## src/rtl/core/pga_pkg.sv

```systemverilog
// pga_pkg: constants, codes and item types shared by the page allocator core
// and its testbench. No dependencies.
package pga_pkg;

   localparam int NUM_PAGES = 32;
   localparam int PAGE_KB   = 4;
   localparam int ID_BITS   = 8;

   localparam int PAGE_BITS = $clog2(NUM_PAGES);
   localparam int CNT_BITS  = $clog2(NUM_PAGES + 1);
   localparam int SIZE_BITS = 10;
   // size plus rounding term, and the rounded page count
   localparam int SUM_BITS  = $clog2((1 << SIZE_BITS) + PAGE_KB);
   localparam int NEED_BITS = (SUM_BITS > CNT_BITS) ? SUM_BITS : CNT_BITS;

   localparam int STATUS_W = 2;
   localparam int PAGES_W  = 6;
   localparam int START_W  = 5;
   localparam int FRAGS_W  = 5;

   localparam logic [1:0] OP_ADD  = 2'd0;
   localparam logic [1:0] OP_KILL = 2'd1;
   localparam logic [1:0] OP_FRAG = 2'd2;

   localparam logic [STATUS_W-1:0] ST_OK      = 2'd0;
   localparam logic [STATUS_W-1:0] ST_RUNNING = 2'd1;
   localparam logic [STATUS_W-1:0] ST_NOSPACE = 2'd2;

   typedef struct packed {
      logic [1:0]           op;
      logic [7:0]           program_id;
      logic [SIZE_BITS-1:0] size_kb;
   } req_item_type;

   typedef struct packed {
      logic [STATUS_W-1:0] status;
      logic [PAGES_W-1:0]  pages;
      logic [START_W-1:0]  start_page;
      logic [FRAGS_W-1:0]  fragments;
   } rsp_item_type;

   typedef enum logic [2:0] {
      S_IDLE,
      S_SCAN,
      S_DECIDE,
      S_FILL,
      S_FINISH
   } state_type;

endpackage

```

## src/rtl/core/pga_ram.sv

```systemverilog
// pga_ram: generic single-write, single-read ram with registered read data.
// Standalone, no package needed.
module pga_ram #(
   parameter int WIDTH = 8,
   parameter int DEPTH = 32
) (
   input  logic                     clock,
   input  logic                     wr_en,
   input  logic [$clog2(DEPTH)-1:0] wr_addr,
   input  logic [WIDTH-1:0]         wr_data,
   input  logic                     rd_en,
   input  logic [$clog2(DEPTH)-1:0] rd_addr,
   output logic [WIDTH-1:0]         rd_data
);

   logic [WIDTH-1:0] mem_ff [DEPTH];
   logic [WIDTH-1:0] rd_data_ff;

   always_ff @(posedge clock) begin
      if (wr_en) begin
         mem_ff[wr_addr] <= wr_data;
      end
      if (rd_en) begin
         rd_data_ff <= mem_ff[rd_addr];
      end
   end

   assign rd_data = rd_data_ff;

endmodule

```

## src/rtl/core/page_allocator_best_worst_fit_core.sv

```systemverilog
// page_allocator_best_worst_fit_core: contiguous best/worst fit page allocator.
// Uses pga_pkg and one pga_ram instance holding the page owner table.
//
//   port group  dir  handshake        item
//   req_*       in   valid / stall    req_item_type (op, program_id, size_kb)
//   rsp_*       out  valid / stall    rsp_item_type (status, pages, start_page, fragments)
//   csr_*       in   valid / ready    fit_mode, always ready
//
// Every item with a known op walks the owner ram once, one page per cycle; a
// successful add then writes its pages in a fill step. An unused op code skips
// the walk. The single ram read port sets the walk rate. Used bits live in flops,
// so reset frees all pages at once with no clearing pass. A held result does
// not block the next item's scan; it only waits at the finish step until the
// output is free.
module page_allocator_best_worst_fit_core
   import pga_pkg::*;
(
   input  logic         clock,
   input  logic         reset,
   input  logic         req_valid,
   output logic         req_stall,
   input  req_item_type req_item,
   output logic         rsp_valid,
   input  logic         rsp_stall,
   output rsp_item_type rsp_item,
   input  logic         csr_valid,
   output logic         csr_ready,
   input  logic         csr_data
);

   state_type state_ff, state_in;

   logic [NUM_PAGES-1:0] used_ff, used_in;
   logic                 fit_mode_ff;

   logic [1:0]           op_ff, op_in;
   logic [ID_BITS-1:0]   id_ff, id_in;
   logic [NEED_BITS-1:0] need_ff, need_in;

   logic [CNT_BITS-1:0]  scan_ff, scan_in;
   logic                 dv_ff, dv_in;
   logic [PAGE_BITS-1:0] dp_ff, dp_in;

   logic                 present_ff, present_in;
   logic [CNT_BITS-1:0]  kill_cnt_ff, kill_cnt_in;
   logic [CNT_BITS-1:0]  frag_cnt_ff, frag_cnt_in;
   logic                 prev_used_ff, prev_used_in;
   logic [CNT_BITS-1:0]  run_len_ff, run_len_in;
   logic [PAGE_BITS-1:0] run_start_ff, run_start_in;
   logic                 best_found_ff, best_found_in;
   logic [CNT_BITS-1:0]  best_len_ff, best_len_in;
   logic [PAGE_BITS-1:0] best_start_ff, best_start_in;

   logic [PAGE_BITS-1:0] fill_page_ff, fill_page_in;
   logic [CNT_BITS-1:0]  fill_left_ff, fill_left_in;

   rsp_item_type         res_ff, res_in;
   logic                 rsp_valid_ff, rsp_valid_in;
   rsp_item_type         rsp_item_ff, rsp_item_in;

   logic                 rd_en;
   logic [PAGE_BITS-1:0] rd_addr;
   logic [ID_BITS-1:0]   rd_data;
   logic                 wr_en;

   logic                 cur_used;
   logic                 cur_hit;
   logic                 cur_last;
   logic                 cand_valid;
   logic [CNT_BITS-1:0]  cand_len;
   logic [PAGE_BITS-1:0] cand_start;
   logic                 cand_better;
   logic [SUM_BITS-1:0]  size_sum;

   // owner table; reads only happen during the scan and writes only during
   // the fill, so accesses to one entry never overlap
   pga_ram #(
      .WIDTH(ID_BITS),
      .DEPTH(NUM_PAGES)
   ) u_owner_ram (
      .clock  (clock),
      .wr_en  (wr_en),
      .wr_addr(fill_page_ff),
      .wr_data(id_ff),
      .rd_en  (rd_en),
      .rd_addr(rd_addr),
      .rd_data(rd_data)
   );

   assign csr_ready = 1'b1;
   assign req_stall = (state_ff != S_IDLE);
   assign rsp_valid = rsp_valid_ff;
   assign rsp_item  = rsp_item_ff;

   assign size_sum = SUM_BITS'(req_item.size_kb) + SUM_BITS'(PAGE_KB - 1);

   // data stage of the scan: page dp_ff with its owner from the ram
   assign cur_used = used_ff[dp_ff];
   assign cur_hit  = dv_ff && cur_used && (rd_data == id_ff);
   assign cur_last = (dp_ff == PAGE_BITS'(NUM_PAGES - 1));

   always_comb begin
      cand_valid = 1'b0;
      cand_len   = run_len_ff;
      cand_start = run_start_ff;
      if (dv_ff) begin
         if (cur_used) begin
            // a free run just ended before this page
            cand_valid = (run_len_ff != '0);
         end else if (cur_last) begin
            cand_valid = 1'b1;
            cand_len   = run_len_ff + 1'b1;
            cand_start = (run_len_ff == '0) ? dp_ff : run_start_ff;
         end
      end
      if (!best_found_ff) begin
         cand_better = 1'b1;
      end else if (fit_mode_ff) begin
         cand_better = (cand_len > best_len_ff);
      end else begin
         cand_better = (cand_len < best_len_ff);
      end
   end

   always_comb begin
      state_in      = state_ff;
      used_in       = used_ff;
      op_in         = op_ff;
      id_in         = id_ff;
      need_in       = need_ff;
      scan_in       = scan_ff;
      dv_in         = 1'b0;
      dp_in         = dp_ff;
      present_in    = present_ff;
      kill_cnt_in   = kill_cnt_ff;
      frag_cnt_in   = frag_cnt_ff;
      prev_used_in  = prev_used_ff;
      run_len_in    = run_len_ff;
      run_start_in  = run_start_ff;
      best_found_in = best_found_ff;
      best_len_in   = best_len_ff;
      best_start_in = best_start_ff;
      fill_page_in  = fill_page_ff;
      fill_left_in  = fill_left_ff;
      res_in        = res_ff;
      rsp_valid_in  = rsp_valid_ff && rsp_stall;
      rsp_item_in   = rsp_item_ff;
      rd_en         = 1'b0;
      rd_addr       = scan_ff[PAGE_BITS-1:0];
      wr_en         = 1'b0;

      case (state_ff)
         S_IDLE: begin
            if (req_valid) begin
               op_in         = req_item.op;
               id_in         = req_item.program_id[ID_BITS-1:0];
               need_in       = NEED_BITS'(size_sum / PAGE_KB);
               scan_in       = '0;
               present_in    = 1'b0;
               kill_cnt_in   = '0;
               frag_cnt_in   = '0;
               prev_used_in  = 1'b0;
               run_len_in    = '0;
               run_start_in  = '0;
               best_found_in = 1'b0;
               best_len_in   = '0;
               best_start_in = '0;
               res_in        = '0;
               if (req_item.op == OP_ADD || req_item.op == OP_KILL ||
                   req_item.op == OP_FRAG) begin
                  state_in = S_SCAN;
               end else begin
                  state_in = S_FINISH;
               end
            end
         end

         S_SCAN: begin
            if (scan_ff != CNT_BITS'(NUM_PAGES)) begin
               rd_en   = 1'b1;
               dv_in   = 1'b1;
               dp_in   = scan_ff[PAGE_BITS-1:0];
               scan_in = scan_ff + 1'b1;
            end
            if (dv_ff) begin
               if (cur_hit) begin
                  present_in = 1'b1;
                  if (op_ff == OP_KILL) begin
                     used_in[dp_ff] = 1'b0;
                     kill_cnt_in    = kill_cnt_ff + 1'b1;
                  end
               end
               // one used run per rising edge of the used bit
               if (cur_used && !prev_used_ff) begin
                  frag_cnt_in = frag_cnt_ff + 1'b1;
               end
               prev_used_in = cur_used;
               if (cur_used) begin
                  run_len_in = '0;
               end else begin
                  if (run_len_ff == '0) begin
                     run_start_in = dp_ff;
                  end
                  run_len_in = run_len_ff + 1'b1;
               end
               if (cand_valid && NEED_BITS'(cand_len) >= need_ff && cand_better) begin
                  best_found_in = 1'b1;
                  best_len_in   = cand_len;
                  best_start_in = cand_start;
               end
               if (cur_last) begin
                  state_in = S_DECIDE;
               end
            end
         end

         S_DECIDE: begin
            res_in   = '0;
            state_in = S_FINISH;
            case (op_ff)
               OP_ADD: begin
                  if (present_ff) begin
                     res_in.status = ST_RUNNING;
                  end else if (need_ff == '0) begin
                     res_in.status = ST_OK;
                  end else if (need_ff > NEED_BITS'(NUM_PAGES) || !best_found_ff) begin
                     res_in.status = ST_NOSPACE;
                  end else begin
                     res_in.status     = ST_OK;
                     res_in.pages      = PAGES_W'(need_ff);
                     res_in.start_page = START_W'(best_start_ff);
                     fill_page_in      = best_start_ff;
                     fill_left_in      = CNT_BITS'(need_ff);
                     state_in          = S_FILL;
                  end
               end
               OP_KILL: begin
                  res_in.pages = PAGES_W'(kill_cnt_ff);
               end
               OP_FRAG: begin
                  res_in.fragments = FRAGS_W'(frag_cnt_ff);
               end
               default: begin
                  res_in = '0;
               end
            endcase
         end

         S_FILL: begin
            wr_en                 = 1'b1;
            used_in[fill_page_ff] = 1'b1;
            fill_page_in          = fill_page_ff + 1'b1;
            fill_left_in          = fill_left_ff - 1'b1;
            if (fill_left_ff == CNT_BITS'(1)) begin
               state_in = S_FINISH;
            end
         end

         S_FINISH: begin
            if (!rsp_valid_ff || !rsp_stall) begin
               rsp_valid_in = 1'b1;
               rsp_item_in  = res_ff;
               state_in     = S_IDLE;
            end
         end

         default: begin
            state_in = S_IDLE;
         end
      endcase
   end

   always_ff @(posedge clock) begin
      if (reset) begin
         state_ff <= S_IDLE;
      end else begin
         state_ff <= state_in;
      end
   end

   always_ff @(posedge clock) begin
      if (reset) begin
         used_ff      <= '0;
         fit_mode_ff  <= 1'b0;
         dv_ff        <= 1'b0;
         rsp_valid_ff <= 1'b0;
      end else begin
         used_ff      <= used_in;
         dv_ff        <= dv_in;
         rsp_valid_ff <= rsp_valid_in;
         if (csr_valid && csr_ready) begin
            fit_mode_ff <= csr_data;
         end
      end
   end

   always_ff @(posedge clock) begin
      op_ff         <= op_in;
      id_ff         <= id_in;
      need_ff       <= need_in;
      scan_ff       <= scan_in;
      dp_ff         <= dp_in;
      present_ff    <= present_in;
      kill_cnt_ff   <= kill_cnt_in;
      frag_cnt_ff   <= frag_cnt_in;
      prev_used_ff  <= prev_used_in;
      run_len_ff    <= run_len_in;
      run_start_ff  <= run_start_in;
      best_found_ff <= best_found_in;
      best_len_ff   <= best_len_in;
      best_start_ff <= best_start_in;
      fill_page_ff  <= fill_page_in;
      fill_left_ff  <= fill_left_in;
      res_ff        <= res_in;
      rsp_item_ff   <= rsp_item_in;
   end

   // the fill only ever claims pages that the scan saw free
   a_fill_free: assert property (@(posedge clock) disable iff (reset)
      state_ff == S_FILL |-> !used_ff[fill_page_ff])
      else $error("fill overwrites a used page");

   // a chosen run never reaches past the last page
   a_fill_bound: assert property (@(posedge clock) disable iff (reset)
      state_ff == S_FILL |->
         (CNT_BITS + 1)'(fill_page_ff) + (CNT_BITS + 1)'(fill_left_ff) <=
         (CNT_BITS + 1)'(NUM_PAGES))
      else $error("fill runs past the last page");

   // a finished scan never counts more used runs than used pages; a kill
   // frees pages during its scan, so it is left out
   a_frag_count: assert property (@(posedge clock) disable iff (reset)
      state_ff == S_DECIDE && op_ff != OP_KILL |->
         frag_cnt_ff <= CNT_BITS'($countones(used_ff)))
      else $error("fragment count exceeds used pages");

   // the data stage is only live while scanning
   a_scan_stage: assert property (@(posedge clock) disable iff (reset)
      dv_ff |-> state_ff == S_SCAN)
      else $error("scan data outside scan");

endmodule

```

## config.mk

```make
export PLATFORM = sky130hd
export DESIGN_NAME = page_allocator_best_worst_fit_core
export DESIGN_NICKNAME = d
export VERILOG_FILES = /design/src/rtl/core/pga_pkg.sv /design/src/rtl/core/pga_ram.sv /design/src/rtl/core/page_allocator_best_worst_fit_core.sv
export SDC_FILE = /design/constraint.sdc
export NUM_CORES = 1
export LEC_CHECK = 0
export ABC_AREA = 1
export ABC_CLOCK_PERIOD_IN_PS = 4300
export BUFFER_PORTS_ARGS = -buffer_cell sky130_fd_sc_hd__buf_4
export CAP_MARGIN = 5
export CORE_ASPECT_RATIO = 0.75
export CORE_UTILIZATION = 37
export DETAILED_ROUTE_END_ITERATION = 12
export PLACE_DENSITY = 0.58
export SLEW_MARGIN = 10
export SYNTH_ARGS = -nofsm -noshare
export SYNTH_HDL_FRONTEND = slang
export SYNTH_HIERARCHICAL = 1
export SYNTH_SLANG_ARGS = --single-unit
```

## constraint.sdc

```tcl
create_clock -name clock -period 4.3 [get_ports clock]
set_clock_uncertainty 0.05 [all_clocks]
set_input_delay 0.645 -clock clock [delete_from_list [all_inputs] [get_ports clock]]
set_output_delay 0.645 -clock clock [all_outputs]
set_load 0.02 [all_outputs]
```

==> reports/qor.yml <==
crit_buf_inv: 4
most-common-layout-cells: "nand2_1 (585), edfxtp_1 (377), nand3_1 (235), nor2_1 (172), inv_1 (145)"
hold_buffers: 0
hold_violations: 0
cts.repair.resized: 0
fmax_mhz: 263
r2r_cells: 25
viasPerCell: 5.15
worst_pin_slew_ps: 1210
coreArea_um2: 49300
start_kind: "flip-flop"
cts_root_buf: "clkbuf_16"
critPathLaunch: "dp_ff[0]"
worstSkewPairLatency_ps: 590
cp_top_family: "simple AND/OR/NAND/NOR gates"
syn_to_final_growth_pct: 11.8
path_clk_slew_ps: 60
fin_crit_sh_pct: 88.4
nNetsFinal: 1962
rsz0062_at_grt: "no"
grt_max_degree: 82
cp.arrival_ps: 4030
fin_cells: 2588
io_pins: 47
yosysUniqueCellTypes: 36
crit_path_max_fanout: 11
synth-seq-cells: 415
peakVddDrop_v: 0.000419
n_fill_cell: 4729
cp_common_cell: "nand2_1"
syn-num-nets: 1918
fp.dieH_um: 197
synth_warnings: 6
clk_path_buf_depth: 3
start_util_pct: 37.9
place.gp.congestion: 0.883
p_per_area_nw_per_um2: 626
drc_errors: 0
synth-edff-count: 377
port_buffers: 45
cellLeakagePower_nw: 8.17
syn_inst: 1868
drive_above_1_share_pct: 7.94
stdcell_area_um2: 20900
routed_wl_um: 47700
ant_nets: 0
reg2reg_slack_ps: 500
dp_hpwl_um: 30100
cts-buffers-inserted: 43
yosysSeqAreaShare_pct: 64.6
drt_iter0_markers: 1431
r2r_end: "best_start_ff[1]"
period_minus_slack_ps: 3800
num_antenna_cells: 0
clock_sinks: 415
gr-usage-all-layers_pct: 18.9
synth_ff_type: "edfxtp_1"
grt_pass1_wl_um: 74200
fp.dieArea_um2: 51500
maxSlewHeadroom_pct: 19.5
place_inst: 2511
finalSetupViolCount: 0
place_area_um2: 19500
criticalPathCategory: "flip-flop to flip-flop"
htree_levels: 2
hold_slack_ps: 190
fin_tns_setup_ps: 0
cp_num_cells: 25
crit_slowest_cell: "edfxtp_1"
cp-end-kind: "flip-flop"
via_count: 13300
syn_area_um2: 18700
avgSynthCellArea_um2: 10.0
grt.overflow.total: 0
status: "finished clean"
slew_viol_final: 0
antenna_found_initial: 0
r2r-start: "dp_ff[0]"
rows: 70
critPathMaxStageDelay_ps: 520
final_common_cell: "nand2_1"
grt_pass1_vias: 12700
cts_tree: "done"
hold_path.class: "primary input to flip-flop"
endpoint: "best_start_ff[1]"
wl_per_cell_um: 18.4
cp.required_ps: 4530
drt_pre_antenna_iters: 6
ys_async_sr_fraction_pct: 0
max_cap_violations: 0
die_w_um: 262
==> power breakdown <==
part           switching, mW  internal [mW]
clock network           1.53           2.14
registers              0.273           5.15
logic                   2.94           1.06
total                   4.75           8.35
==> final cells by class <==
type	instances	area (um^2)	area share (%)
timing repair buffer	76	568	2.72
tap	648	811	3.88
clock inverter	12	153	0.730
clock buffer	61	1210	5.81
sequential	415	12100	57.8
inverter	151	568	2.72
multi-input combinational	1225	5520	26.4
==> synth_stat cells (2+ instances only) <==
| master | number | share of area, % |
|---|---|---|
| nand2_1 | 585 | 12 |
| edfxtp_1 | 377 | 61 |
| nand3_1 | 235 | 6.3 |
| nor2_1 | 173 | 3.5 |
| inv_1 | 145 | 2.9 |
| a21oi_1 | 67 | 1.8 |
| o21ai_0 | 49 | 1.3 |
| dfxtp_1 | 38 | 4.1 |
| buf_6 | 26 | 1.6 |
| nor3_1 | 25 | 0.67 |
| ha_1 | 24 | 1.6 |
| buf_2 | 20 | 0.54 |
| clkbuf_1 | 20 | 0.40 |
| nand4_1 | 20 | 0.67 |
| xor2_1 | 14 | 0.66 |
| buf_4 | 8 | 0.32 |
| nor2_2 | 5 | 0.17 |
| inv_2 | 4 | 0.080 |
| xnor2_1 | 4 | 0.19 |
| buf_1 | 3 | 0.060 |
| nand2_2 | 3 | 0.10 |
| o21a_1 | 3 | 0.12 |
| o31ai_1 | 3 | 0.12 |
| and3_1 | 2 | 0.067 |
| clkinv_1 | 2 | 0.040 |
| nor3b_1 | 2 | 0.080 |
| or2_2 | 2 | 0.067 |
==> worst min path at each step <==
stage / slack (ps) / depth (start not counted) / end / from
5_1_grt: 170 / 1 / id_ff[7] / req_item[17]
4_1_cts: 160 / 1 / id_ff[7] / req_item[17]
2_1_floorplan: 350 / 0 / rsp_item[0] / res_ff[0]
3_3_place_gp: 350 / 0 / rsp_item[0] / res_ff[0]
3_5_place_dp: 360 / 0 / rsp_item[11] / res_ff[11]
6_report: 190 / 1 / id_ff[7] / req_item[17]
==> flip-flops by register name, summed over array words and instances, names as in the netlist, 6 cells and up <==
| register | flops |
|---|---|
| id_ff | 8 |
| res_ff | 18 |
| best_len_ff | 6 |
| rsp_item | 18 |
| used_ff | 32 |
| u_owner_ram/mem_ff | 256 |
| fill_left_ff | 6 |
| kill_cnt_ff | 6 |
| need_ff | 9 |
| u_owner_ram/rd_data | 8 |
| run_len_ff | 6 |
| scan_ff | 6 |
==> repair_timing <==
action	CTS	global route
hold endpoints to repair	0	0
setup endpoints to repair	0	12
buffers inserted	0	4
==> metal layers <==
metal | part of all wire, % | wire [um] | up-vias | track usage (%)
met5 | 0 | 0 | - | 0
met2 | 41 | 19700 | 457 | 26.5
met1 | 50 | 23600 | 6438 | 29.4
met4 | 2.0 | 942 | 0 | 5.56
met3 | 7.1 | 3370 | 62 | 3.16
li1 | - | - | 6372 | -
==> cells by family (layout without fill, tap and decap cells) <==
family / after synthesis / count (layout) / share of synthesized area, %
other: 1 / 1 / 0.0201
adder cells (fa/ha/maj): 24 / 24 / 1.61
XOR/XNOR: 18 / 18 / 0.843
flip-flops: 415 / 415 / 64.6
buffers and inverters: 228 / 300 / 5.91
AND/OR/NAND/NOR: 1053 / 1053 / 23.4
AO/OA/AOI/OAI: 129 / 129 / 3.63
==> metrics by stage <==
step / setup WS [ps] / power, mW / util (%)
floorplan: 810 / 8.28 / -
global placement: 423 / 9.39 / 39.6
detailed placement: 334 / 9.45 / 39.6
CTS: 303 / 13.1 / 42.4
global route: 20.8 / 13.9 / 42.4
finish: 497 / 13.1 / 42.4
Note: power is estimated with default switching activity, not from simulation.
